File: src/rtl/tfpr_pkg.sv
`timescale 1ns / 1ps
// Package for the two-finger pan recognizer: event and verdict codes,
// register indexes, reset values and the word types shared by all modules.
// No dependencies.
package tfpr_pkg;

    // Event kinds carried on the input tuser
    typedef enum logic [1:0] {
        FUNC_BEGIN  = 2'd0,
        FUNC_UPDATE = 2'd1,
        FUNC_END    = 2'd2,
        FUNC_OTHER  = 2'd3
    } tfpr_func_t;

    // Verdicts carried on the output tuser
    typedef enum logic [1:0] {
        VERDICT_IGNORE  = 2'd0,
        VERDICT_TRIGGER = 2'd1,
        VERDICT_CANCEL  = 2'd2,
        VERDICT_FINISH  = 2'd3
    } tfpr_verdict_t;

    // Configuration register indexes
    localparam int CFG_ADDR_W = 2;
    localparam int CFG_DATA_W = 16;
    localparam logic [CFG_ADDR_W-1:0] CFG_GESTURE_DELAY   = 2'd0;
    localparam logic [CFG_ADDR_W-1:0] CFG_AXIS_TOLERANCE  = 2'd1;
    localparam logic [CFG_ADDR_W-1:0] CFG_CANCEL_DISTANCE = 2'd2;

    // Register reset values
    localparam logic [15:0] GESTURE_DELAY_RST   = 16'd150;
    localparam logic [15:0] AXIS_TOLERANCE_RST  = 16'd500;
    localparam logic [15:0] CANCEL_DISTANCE_RST = 16'd50;

    // A pan needs exactly this many touch points
    localparam logic [3:0] PAN_POINTS = 4'd2;

    // Stream word widths (fields padded to whole bytes)
    localparam int S_TDATA_W = 136;
    localparam int M_TDATA_W = 40;

    typedef struct packed {
        tfpr_func_t         func;
        logic [31:0]        time_ms;
        logic [3:0]         point_count;
        logic               any_released;
        logic signed [15:0] first_move_x;
        logic signed [15:0] first_move_y;
        logic signed [15:0] second_move_x;
        logic signed [15:0] second_move_y;
        logic signed [15:0] step_x;
        logic signed [15:0] step_y;
    } tfpr_item_t;

    typedef struct packed {
        logic [15:0] gesture_delay;
        logic [15:0] axis_tolerance;
        logic [15:0] cancel_distance;
    } tfpr_cfg_t;

    typedef struct packed {
        logic [31:0]        begin_time;
        logic               pan_active;
        logic               delay_flag;
        logic signed [15:0] delta_x;
        logic signed [15:0] delta_y;
    } tfpr_state_t;

endpackage

File: src/rtl/tfpr_eval.sv
`timescale 1ns / 1ps
// Decision logic of the pan recognizer: one event plus the current gesture
// state in, verdict and next gesture state out. Uses tfpr_pkg.
module tfpr_eval import tfpr_pkg::*; (
    input  tfpr_item_t    item,
    input  tfpr_cfg_t     cfg,
    input  tfpr_state_t   state_cur,
    output tfpr_verdict_t verdict,
    output tfpr_state_t   state_next
);

    logic [31:0]        elapsed;
    logic               delay_pending;
    logic signed [31:0] prod_x;
    logic signed [31:0] prod_y;
    logic [31:0]        mag_x;
    logic [31:0]        mag_y;
    logic               x_pos;
    logic               y_pos;
    logic               x_agree;
    logic               y_agree;
    logic [16:0]        abs_ax;
    logic [16:0]        abs_ay;
    logic [16:0]        abs_bx;
    logic [16:0]        abs_by;
    logic [17:0]        dist_a;
    logic [17:0]        dist_b;
    logic               far_move;

    // Time since begin, modular
    assign elapsed       = item.time_ms - state_cur.begin_time;
    assign delay_pending = elapsed < {16'd0, cfg.gesture_delay};

    // Per-axis products of the two finger displacements
    assign prod_x = 32'(item.first_move_x) * 32'(item.second_move_x);
    assign prod_y = 32'(item.first_move_y) * 32'(item.second_move_y);
    assign mag_x  = 32'd0 - prod_x;
    assign mag_y  = 32'd0 - prod_y;
    assign x_pos  = !prod_x[31] && (prod_x != 32'sd0);
    assign y_pos  = !prod_y[31] && (prod_y != 32'sd0);

    // Near-axis correction: a small negative product counts as agreeing,
    // x first, then y against the corrected x
    assign x_agree = x_pos ||
                     (!x_pos && (mag_x <= {16'd0, cfg.axis_tolerance}) && y_pos);
    assign y_agree = y_pos ||
                     (!y_pos && (mag_y <= {16'd0, cfg.axis_tolerance}) && x_agree);

    // Manhattan length of each finger's displacement
    assign abs_ax = item.first_move_x[15]  ? 17'd0 - {1'b1, item.first_move_x}
                                           : {1'b0, item.first_move_x};
    assign abs_ay = item.first_move_y[15]  ? 17'd0 - {1'b1, item.first_move_y}
                                           : {1'b0, item.first_move_y};
    assign abs_bx = item.second_move_x[15] ? 17'd0 - {1'b1, item.second_move_x}
                                           : {1'b0, item.second_move_x};
    assign abs_by = item.second_move_y[15] ? 17'd0 - {1'b1, item.second_move_y}
                                           : {1'b0, item.second_move_y};
    assign dist_a = {1'b0, abs_ax} + {1'b0, abs_ay};
    assign dist_b = {1'b0, abs_bx} + {1'b0, abs_by};
    assign far_move = (dist_a > {2'd0, cfg.cancel_distance}) ||
                      (dist_b > {2'd0, cfg.cancel_distance});

    // Verdict and state update per event kind
    always_comb begin
        state_next = state_cur;
        verdict    = VERDICT_IGNORE;
        unique case (item.func)
            FUNC_BEGIN: begin
                state_next.begin_time = item.time_ms;
                state_next.pan_active = 1'b0;
                state_next.delay_flag = 1'b1;
                verdict               = VERDICT_TRIGGER;
            end
            FUNC_UPDATE: begin
                priority if (item.point_count > PAN_POINTS) begin
                    state_next.pan_active = 1'b0;
                    verdict               = VERDICT_CANCEL;
                end else if (item.point_count == PAN_POINTS) begin
                    priority if (item.any_released && state_cur.pan_active) begin
                        state_next.pan_active = 1'b0;
                        verdict               = VERDICT_FINISH;
                    end else if (delay_pending) begin
                        state_next.delta_x    = 16'sd0;
                        state_next.delta_y    = 16'sd0;
                        state_next.delay_flag = 1'b1;
                        state_next.pan_active = 1'b0;
                        verdict               = VERDICT_TRIGGER;
                    end else if (!(x_agree && y_agree) && far_move) begin
                        state_next.delay_flag = 1'b0;
                        state_next.pan_active = 1'b0;
                        verdict               = VERDICT_CANCEL;
                    end else begin
                        state_next.delay_flag = 1'b0;
                        state_next.delta_x    = item.step_x;
                        state_next.delta_y    = item.step_y;
                        state_next.pan_active = 1'b1;
                        verdict               = VERDICT_TRIGGER;
                    end
                end else begin
                    // fewer than two points: ignored, state kept
                    verdict = VERDICT_IGNORE;
                end
            end
            FUNC_END: begin
                if (state_cur.pan_active) begin
                    state_next.pan_active = 1'b0;
                    verdict               = VERDICT_FINISH;
                end
            end
            FUNC_OTHER: begin
            end
        endcase
    end

endmodule

File: src/rtl/two_finger_pan_recognizer_core.sv
`timescale 1ns / 1ps
// Top level of the two-finger pan recognizer: stream ports, input and
// result registers, gesture state and configuration. Uses tfpr_pkg, tfpr_eval.
//
// Usage:
//   Touch events enter on the s_ stream, one word per event; the event kind
//   rides on s_tuser. Every event yields exactly one result word on the m_
//   stream: the verdict on m_tuser, the delay flag and held pan delta in
//   m_tdata. An event is registered at acceptance, evaluated against the
//   gesture state by one stage of logic (two 16x16 multiplies and compares)
//   and is written to the result register once that register is free,
//   which raises m_tvalid. While m_tready stays high a new event is taken
//   every cycle, so the sustained rate is one event per clock.
//   When m_tready is low the result register holds; the input register
//   still takes one more event, after which s_tready drops until the result
//   is taken.
//   The user must write registers through cfg_wr_en/cfg_addr/cfg_wdata only
//   while the block is idle; the block does not enforce this. Reset (aresetn
//   low, synchronous) empties both stages, clears the gesture state and loads
//   the defaults: gesture_delay 150, axis_tolerance 500, cancel_distance 50.
module two_finger_pan_recognizer_core import tfpr_pkg::*; (
    input  logic                  aclk,
    input  logic                  aresetn,
    // Input stream
    input  logic                  s_tvalid,
    output logic                  s_tready,
    // tdata, low bit up: time_ms[31:0], point_count[35:32], any_released[36],
    // first_move_x, first_move_y, second_move_x, second_move_y, step_x,
    // step_y (16 bits each from bit 37), zero pad [135:133]
    input  logic [S_TDATA_W-1:0]  s_tdata,
    // tuser: func
    input  logic [1:0]            s_tuser,
    // Result stream
    output logic                  m_tvalid,
    input  logic                  m_tready,
    // tdata, low bit up: delay_active[0], delta_x[16:1], delta_y[32:17],
    // zero pad [39:33]
    output logic [M_TDATA_W-1:0]  m_tdata,
    // tuser: verdict
    output logic [1:0]            m_tuser,
    // Configuration write port
    input  logic                  cfg_wr_en,
    input  logic [CFG_ADDR_W-1:0] cfg_addr,
    input  logic [CFG_DATA_W-1:0] cfg_wdata
);

    tfpr_item_t    in_item;
    tfpr_item_t    in_item_reg;
    logic          in_valid_reg;
    logic          advance;
    tfpr_cfg_t     cfg_reg;
    tfpr_state_t   state_reg;
    tfpr_state_t   state_next;
    tfpr_verdict_t ev_verdict;
    logic          out_valid_reg;
    tfpr_verdict_t out_verdict_reg;
    logic          out_delay_reg;
    logic [15:0]   out_dx_reg;
    logic [15:0]   out_dy_reg;

    // Unpack the input word
    always_comb begin
        in_item.func          = tfpr_func_t'(s_tuser);
        in_item.time_ms       = s_tdata[31:0];
        in_item.point_count   = s_tdata[35:32];
        in_item.any_released  = s_tdata[36];
        in_item.first_move_x  = s_tdata[52:37];
        in_item.first_move_y  = s_tdata[68:53];
        in_item.second_move_x = s_tdata[84:69];
        in_item.second_move_y = s_tdata[100:85];
        in_item.step_x        = s_tdata[116:101];
        in_item.step_y        = s_tdata[132:117];
    end

    // Handshake: the input stage moves on when the result register is free
    assign advance  = in_valid_reg && (!out_valid_reg || m_tready);
    assign s_tready = !in_valid_reg || advance;

    // Input register
    always_ff @(posedge aclk) begin
        if (!aresetn) begin
            in_valid_reg <= 1'b0;
        end else if (s_tready) begin
            in_valid_reg <= s_tvalid;
        end
    end

    // Cleared at reset so the decision logic never sees an unknown event
    always_ff @(posedge aclk) begin
        if (!aresetn) begin
            in_item_reg <= '0;
        end else if (s_tvalid && s_tready) begin
            in_item_reg <= in_item;
        end
    end

    // Configuration registers
    always_ff @(posedge aclk) begin
        if (!aresetn) begin
            cfg_reg.gesture_delay   <= GESTURE_DELAY_RST;
            cfg_reg.axis_tolerance  <= AXIS_TOLERANCE_RST;
            cfg_reg.cancel_distance <= CANCEL_DISTANCE_RST;
        end else if (cfg_wr_en) begin
            if (cfg_addr == CFG_GESTURE_DELAY) begin
                cfg_reg.gesture_delay <= cfg_wdata;
            end
            if (cfg_addr == CFG_AXIS_TOLERANCE) begin
                cfg_reg.axis_tolerance <= cfg_wdata;
            end
            if (cfg_addr == CFG_CANCEL_DISTANCE) begin
                cfg_reg.cancel_distance <= cfg_wdata;
            end
        end
    end

    // Event evaluation
    tfpr_eval u_eval (
        .item       (in_item_reg),
        .cfg        (cfg_reg),
        .state_cur  (state_reg),
        .verdict    (ev_verdict),
        .state_next (state_next)
    );

    // Gesture state
    always_ff @(posedge aclk) begin
        if (!aresetn) begin
            state_reg <= '0;
        end else if (advance) begin
            state_reg <= state_next;
        end
    end

    // Result register
    always_ff @(posedge aclk) begin
        if (!aresetn) begin
            out_valid_reg <= 1'b0;
        end else if (advance) begin
            out_valid_reg <= 1'b1;
        end else if (m_tready) begin
            out_valid_reg <= 1'b0;
        end
    end

    always_ff @(posedge aclk) begin
        if (advance) begin
            out_verdict_reg <= ev_verdict;
            out_delay_reg   <= state_next.delay_flag;
            out_dx_reg      <= state_next.delta_x;
            out_dy_reg      <= state_next.delta_y;
        end
    end

    assign m_tvalid = out_valid_reg;
    assign m_tuser  = out_verdict_reg;
    assign m_tdata  = {7'd0, out_dy_reg, out_dx_reg, out_delay_reg};

    // A finish or cancel always leaves the gesture inactive
    a_finish_clears: assert property (@(posedge aclk) disable iff (!aresetn)
        (advance && ev_verdict == VERDICT_FINISH) |=> !state_reg.pan_active)
        else $error("finish left pan active");

    a_cancel_clears: assert property (@(posedge aclk) disable iff (!aresetn)
        (advance && ev_verdict == VERDICT_CANCEL) |=> !state_reg.pan_active)
        else $error("cancel left pan active");

    // Every evaluated event shows up as a result
    a_result_follows: assert property (@(posedge aclk) disable iff (!aresetn)
        advance |=> out_valid_reg)
        else $error("evaluated event produced no result");

    // An empty input stage always takes a word
    a_empty_ready: assert property (@(posedge aclk) disable iff (!aresetn)
        !in_valid_reg |-> s_tready)
        else $error("empty input stage not ready");

endmodule
File: config.mk
export PLATFORM = sky130hd
export DESIGN_NAME = two_finger_pan_recognizer_core
export DESIGN_NICKNAME = d
export VERILOG_FILES = /design/src/rtl/tfpr_pkg.sv /design/src/rtl/tfpr_eval.sv /design/src/rtl/two_finger_pan_recognizer_core.sv
export SDC_FILE = /design/constraint.sdc
export NUM_CORES = 2
export LEC_CHECK = 0
export BUFFER_PORTS_ARGS = -buffer_cell sky130_fd_sc_hd__buf_2
export CAP_MARGIN = 20
export CORE_UTILIZATION = 50
export DETAILED_ROUTE_END_ITERATION = 16
export PLACE_DENSITY = 0.71
export RECOVER_POWER = 25
export SYNTH_ARGS = -nofsm -noshare
export SYNTH_HDL_FRONTEND = slang
export SYNTH_SLANG_ARGS = --single-unit
File: constraint.sdc
create_clock -name aclk -period 12.5 [get_ports aclk]
set_input_delay 1.25 -clock aclk [delete_from_list [all_inputs] [get_ports aclk]]
set_output_delay 1.25 -clock aclk [all_outputs]
set_load 0.02 [all_outputs]
* Yosys cells after proc, flatten, opt, wreduce, memory -nomap -nowiden
Index checks and enable logic that the tools add are counted.
** Word-level totals
- Input port bits :: 161
- Output and inout port bits :: 44
- Register bits :: 286
- Word-level logic and storage cells :: 106
** Operators by class
- Magnitude comparators :: 6
- Multiply operators :: 2
- $add $sub $neg :: 9
- Reductions and logical operators :: 35
- Equality and inequality tests :: 6
- Mux-type cells :: 24
** Operators by type and width (count)
- $mux 17 :: 4
- $mux 34 :: 2
- $sub 1x17->17 const A :: 4
- $mux 33 :: 2
- $le 32x16->1 :: 2
- $mul 16x16->32 :: 2
- $mux 32 :: 2
- $reduce_bool 32->1 :: 2
- $sub 1x32->32 const A :: 2
- $add 17x17->18 :: 2
- $gt 18x16->1 :: 2
- $lt 32x16->1 :: 1
- $sub 32x32->32 :: 1
- $mux 2 :: 7
- $logic_and 1x1->1 :: 11
- $reduce_and 2->1 :: 4
- $logic_not 1->1 :: 7
- $pmux 2 s3 :: 1
- $logic_or 1x1->1 :: 5
- $eq 2x1->1 const B :: 2
- $eq 2x2->1 const B :: 2
- $eq 4x2->1 const B :: 1
- $gt 4x2->1 const B :: 1
- $logic_not 2->1 :: 2
- 6 further kinds :: 11

* Depth between registers and ports, before layout
- Word-level depth :: 18
- Depth in mapped cells :: 36
- Depth with buffers taken out :: 32

* Modules after synthesis
A second synthesis with hierarchy kept.
** Unflattened totals
- Cell total of the unflattened synthesis :: 4809
- Area, all modules :: 39960.8 µm²
** Modules (own cells, without submodules)
- tfpr_eval :: sequential area each 0.0 µm², area each 29269.3 µm², instances 1, cells each 3655
- two_finger_pan_recognizer_core :: sequential area each 6075.8 µm², area each 10691.5 µm², instances 1, cells each 1154

* Least setup slack after synthesis
Ideal clock, no wire load.
- Path type :: reg2reg
- From :: reg in_item_reg[38] (netlist name)
- To :: reg state_reg[21] (netlist name)
- Path slack :: 4.060 ns
- Required time :: 12.425 ns
- Library setup time :: 0.075 ns
- Stages on the path, launching flop included :: 35
- Arrival time :: 8.365 ns
- Path buffers :: 4
- Period minus slack after synthesis :: 8.440 ns
- Cells stage by stage :: dfxtp_1 > clkbuf_1 > buf_1 > nand2_1 > fa_1 > inv_1 > fa_1 > inv_1 > fa_1 > fa_1 > inv_1 > fa_1 > fa_1 > ha_1 > clkbuf_1 > a21o_1 > a22oi_1 > o31ai_1 > o31ai_1 > nor2_1 > a21oi_1 > a21oi_1 > ha_1 > nand4_1 > nor3_1 > a21oi_1 > nand3_1 > a21oi_1 > a211oi_1 > nand4_1 > nor4_2 > a21boi_4 > o2111ai_4 > buf_6 > o22ai_1
** On the way
- Word-level cells in the longest chain between the ends :: 16
- Elaborated cells between the ends (all ways) :: 26
- Classes of those cells :: add/sub (3); mul (1); order compare (2); mux (7); reduce/logical (13)
** RTL lines
- start: declaration :: RTL line two_finger_pan_recognizer_core.sv:48 : tfpr_item_t in_item_reg;
- start signal: assignment :: RTL line two_finger_pan_recognizer_core.sv:93 : in_item_reg <= in_item;
- branches (longest 9 deep; another with $mul 16x16->32)
- $logic_and 1x1->1 (*) :: RTL line tfpr_eval.sv:88 : end else if (!(x_agree && y_agree) && far_move) begin
- $mux 32 (*) :: RTL line tfpr_eval.sv:88
- $mux 34 (*) :: RTL line tfpr_eval.sv:82 : end else if (delay_pending) begin
- $mux 33 (*) :: RTL line tfpr_eval.sv:79 : priority if (item.any_released && state_cur.pan_active) begin
- $mux 34 (*) :: RTL line tfpr_eval.sv:78 : end else if (item.point_count == PAN_POINTS) begin
- $mux 33 (*) :: RTL line tfpr_eval.sv:75 : priority if (item.point_count > PAN_POINTS) begin
- $mux 32 (*) :: RTL line tfpr_eval.sv:67 : unique case (item.func)
- end signal: assignment :: RTL line two_finger_pan_recognizer_core.sv:130 : state_reg <= state_next;
- end: declaration :: RTL line two_finger_pan_recognizer_core.sv:52 : tfpr_state_t state_reg;
Every way passes the cells marked *. The select of a mux whose other input is x is not followed.
A chain may end at the register's enable or synchronous reset.

* Final worst setup path
- From :: reg in_item_reg[34] (netlist name)
- To :: reg state_reg[7] (netlist name)
The elaborated chain is that of the path after synthesis.

==> impl_summary.log <==
INFO  metric ctsLongestPathBuffers = 3
INFO  metric unrepaired_setup_endpoints_after_global_routing = false
INFO  metric fillers = 7,093
INFO  metric crit_type = reg2reg
INFO  metric post_dp_cell_area = 40,310 um^2
INFO  metric place_hpwl = 76.48 mm
INFO  metric wl = 100.8 mm
INFO  metric critPathLaunchType = flop
INFO  metric numCtsBuffers = 35
INFO  metric finalSetupViolCount = 0
INFO  metric areaGrowthSynthToFinish = 7.633%
INFO  metric core-area = 76,200 um^2
INFO  metric initial_standard_cell_utilization_of_the_core = 50.68%
INFO  metric cp_data_required_time = 12.95 ns
INFO  metric postCtsSetupBuffers = 0
INFO  metric setup.worst_path.start = in_item_reg[34]
INFO  metric timing.hold.worst.class = reg2reg
INFO  metric instances_no_fill = 5,785
INFO  metric fp.dieW = 279.9 um
INFO  metric worst_r2r_startpoint = in_item_reg[34]
INFO  metric avgViaCountPerCell = 5.480
INFO  metric top_level_ports = 205
INFO  metric asyncSetResetFlopFracSynth = 0%
INFO  metric synth.avg_cell_area = 8.261 um^2
INFO  metric hold_bufs_inserted_after_cts = 0
INFO  metric power_density = 93.66 nW/um^2
INFO  metric path_max_fanout = 32
INFO  metric rr_endpoint = state_reg[7]
INFO  metric drt_pass1_iterations = 5
INFO  metric cp.arrival = 10.59 ns
INFO  metric cts-root-buf = sky130_fd_sc_hd__clkbuf_16
INFO  metric synth_cells = 4,675
INFO  metric synth_enable_flop_cells = 35
INFO  metric cts_sinks = 286
INFO  metric outcome = complete, but fails checks
INFO  metric vias = 31,700
INFO  metric ctsHtreeMaxLevel = 2
INFO  metric slowest_stage = sky130_fd_sc_hd__dfxtp_1
INFO  metric dominantRegCellSynth = sky130_fd_sc_hd__dfxtp_1
INFO  metric worst_path_most_repeated_cell = sky130_fd_sc_hd__fa_1
INFO  metric timing.critical_path.max_delay_family = adder cells
INFO  metric max_slew_margin = -227.9%
INFO  metric failed_checks = max-capacitance violations, max-slew violations
INFO  metric port_buffers = 194
INFO  metric vias_in_the_first_global_route = 31,390
INFO  metric chipHeight = 279.9 um
INFO  metric worst-r2r-setup-slack = 2.36 ns
INFO  metric critical_path_buf_inv_count = 3
INFO  metric avgRoutedWirePerCell = 17.42 um
INFO  metric fin_crit_sh = 81.13%
INFO  metric post-route-drc-count = 0
INFO  metric syn_area = 38,620 um^2
INFO  metric ys.warnings.count = 0
INFO  metric critPathMaxStageDelay = 0.87 ns
INFO  metric drive_above_1_share = 7.242%
INFO  metric critPathCaptureType = flop
INFO  metric drt-initial-drc-count = 2,054
INFO  metric final_report_hold_violation_count = 0
INFO  metric min-delay-start = in_item_reg[2]
INFO  metric reg2reg_depth = 30
INFO  metric fmax = 98.60 MHz
INFO  metric max_slew.worst_pin.slew = 4.891 ns
INFO  metric design.final.nets = 5,726
INFO  metric place_congestion = 0.9122
INFO  metric max_cap_violations = 2
INFO  metric globalRouteTotalUtil = 26.51%
INFO  metric placedCellCount = 5,715
INFO  metric hold_end = in_item_reg[2]
INFO  metric min_period = 10.14 ns
INFO  metric placement_rows = 101
INFO  metric dieArea = 78,350 um^2
INFO  metric synth_seq_area_share = 15.73%
INFO  metric antenna_left = 0
INFO  metric power.static_leakage = 0.01927 uW
INFO  metric largest_net_degree_at_the_start_of_global_routing = 126
INFO  metric stdcell_area = 41,570 um^2
INFO  metric grt_pass1_wl = 166.0 mm
INFO  metric timing.setup.tns = 0 ns
INFO  metric number_of_antenna_violations_at_the_first_check_in_global_routing = 16
INFO  metric clk_latency_worst_skew_pair = 0.58 ns
INFO  metric skew = 0.03626 ns
INFO  metric cts_repair_resize_count = 0
INFO  metric tritoncts = done
INFO  metric irDropWorstVdd = 0.08802 mV
INFO  metric ys_seq_elements = 286
INFO  metric slew_viol_final = 170
INFO  metric number_of_library_cell_types_mapped_by_synthesis = 101
INFO  metric clk_transition_reported_paths = 0.08 ns
INFO  metric number_of_flip_flops_in_the_largest_register = 135
INFO  metric overflow = 0
INFO  metric min_delay_path_depth = 2
## metal layers
| metal | up-vias | track usage (%) | wire length, um |
|---|---|---|---|
| met2 | 933 | 41.25 | 44170 |
| met5 | - | 0 | 152 |
| met3 | 173 | 5.563 | 8058 |
| met4 | 22 | 6.067 | 2236 |
| li1 | 15100 | - | - |
| met1 | 15470 | 37.70 | 46140 |
## power by group
group	internal, uW	switching [uW]
clock	658	451
sequential	967	48.6
combinational	694	1070
## tightest hold or removal path: stages (launching register included)
cell	delay, ns
sky130_fd_sc_hd__dfxtp_1	0.31
sky130_fd_sc_hd__nand2_1	0.05
sky130_fd_sc_hd__a21oi_1	0.05
## cells in the mapped netlist (all sizes together) (8+ instances only)
library cell  number  area, um^2
a2111oi            8       140.1
a221oi             8       76.32
nor2b             29       181.4
a21o              56       420.4
and3              27       168.9
nand4             32       200.2
inv              773        2902
or4               12       93.84
a21boi             9       78.83
a31oi             19       118.9
nand2            821        3082
clkbuf           203       764.5
a211oi            31       247.7
or2               13       81.33
o22ai             38       250.2
nand3             44       235.2
nand2b            31       193.9
o211ai            37       282.8
fa               527       10550
xor2              42       367.9
o31ai             22       165.2
o21ai            117       589.3
o21bai            15       112.6
or3               21       131.4
o2bb2ai           34       297.8
and4              13       113.9
a21oi            338        1695
nor2             143       536.8
buf               41       242.7
o21a              25       187.7
dfxtp            251        5025
nor4              16       121.4
and2             224        1401
o41ai              9       78.83
edfxtp            35        1051
nor3              42       215.2
xnor2            138        1209
ha               314        3929
mux2i             12       120.1
## worst max path at each step
| stage | end | slack (ns) | depth (start not counted) |
|---|---|---|---|
| after floorplan | state_reg[21] | 4.06 | 34 |
| after global placement | state_reg[23] | 2.41 | 29 |
| after detailed placement | state_reg[7] | 2.34 | 30 |
| after CTS | state_reg[7] | 2.22 | 30 |
| after global routing | state_reg[7] | 1.61 | 30 |
| final | state_reg[7] | 2.36 | 30 |
## layout make-up
type	count	area, um^2	area share [%]
timing repair buffer	246	1364	3.281
clock buffer	46	1008	2.426
inverter	774	2907	6.993
multi-input combinational	3381	28690	69.02
tap	1030	1289	3.100
sequential	286	6076	14.62
clock inverter	17	222.7	0.5358
antenna	5	12.51	0.03010
## per-stage QoR
stage          util (%)  hold WS (ns)  total power [uW]  setup WS, ns
2_1_floorplan         -        0.4313              2327         4.060
3_3_place_gp      52.90        0.4414              2748         2.413
3_5_place_dp      52.90        0.4463              2768         2.344
4_1_cts           54.52        0.4494              3899         2.225
5_1_grt           54.54        0.4695              4172         1.612
6_report          54.55        0.4527              3893         2.358
## logic make-up (layout without fill, tap and decap cells)
family / Yosys count / count (layout) / share of synthesized area (%)
and+or+nand+nor: 1499 / 1499 / 18.20
AOI/OAI and AO/OA: 838 / 838 / 14.05
buffers and inverters: 1018 / 1083 / 10.13
DFF: 286 / 286 / 15.73
other: 1 / 16 / 0.009710
muxes: 12 / 12 / 0.3110
adders and majority gates: 841 / 841 / 37.49
xor gates and xnor gates: 180 / 180 / 4.082
## cell usage in the layout (no fill, tap or decap), drive strengths merged, types with 31 or more instances in the layout
cell type,count
inv,776
a21o,56
nand4,32
nor3,42
dfxtp,251
and2,224
a211oi,31
xnor2,138
nand2,821
edfxtp,35
xor2,42
o211ai,37
fa,527
clkbuf,56
o2bb2ai,34
a21oi,338
o21ai,117
nand2b,31
ha,314
nand3,44
buf,236
o22ai,38
nor2,143
No activity file was read; power rests on OpenSTA's default activity.
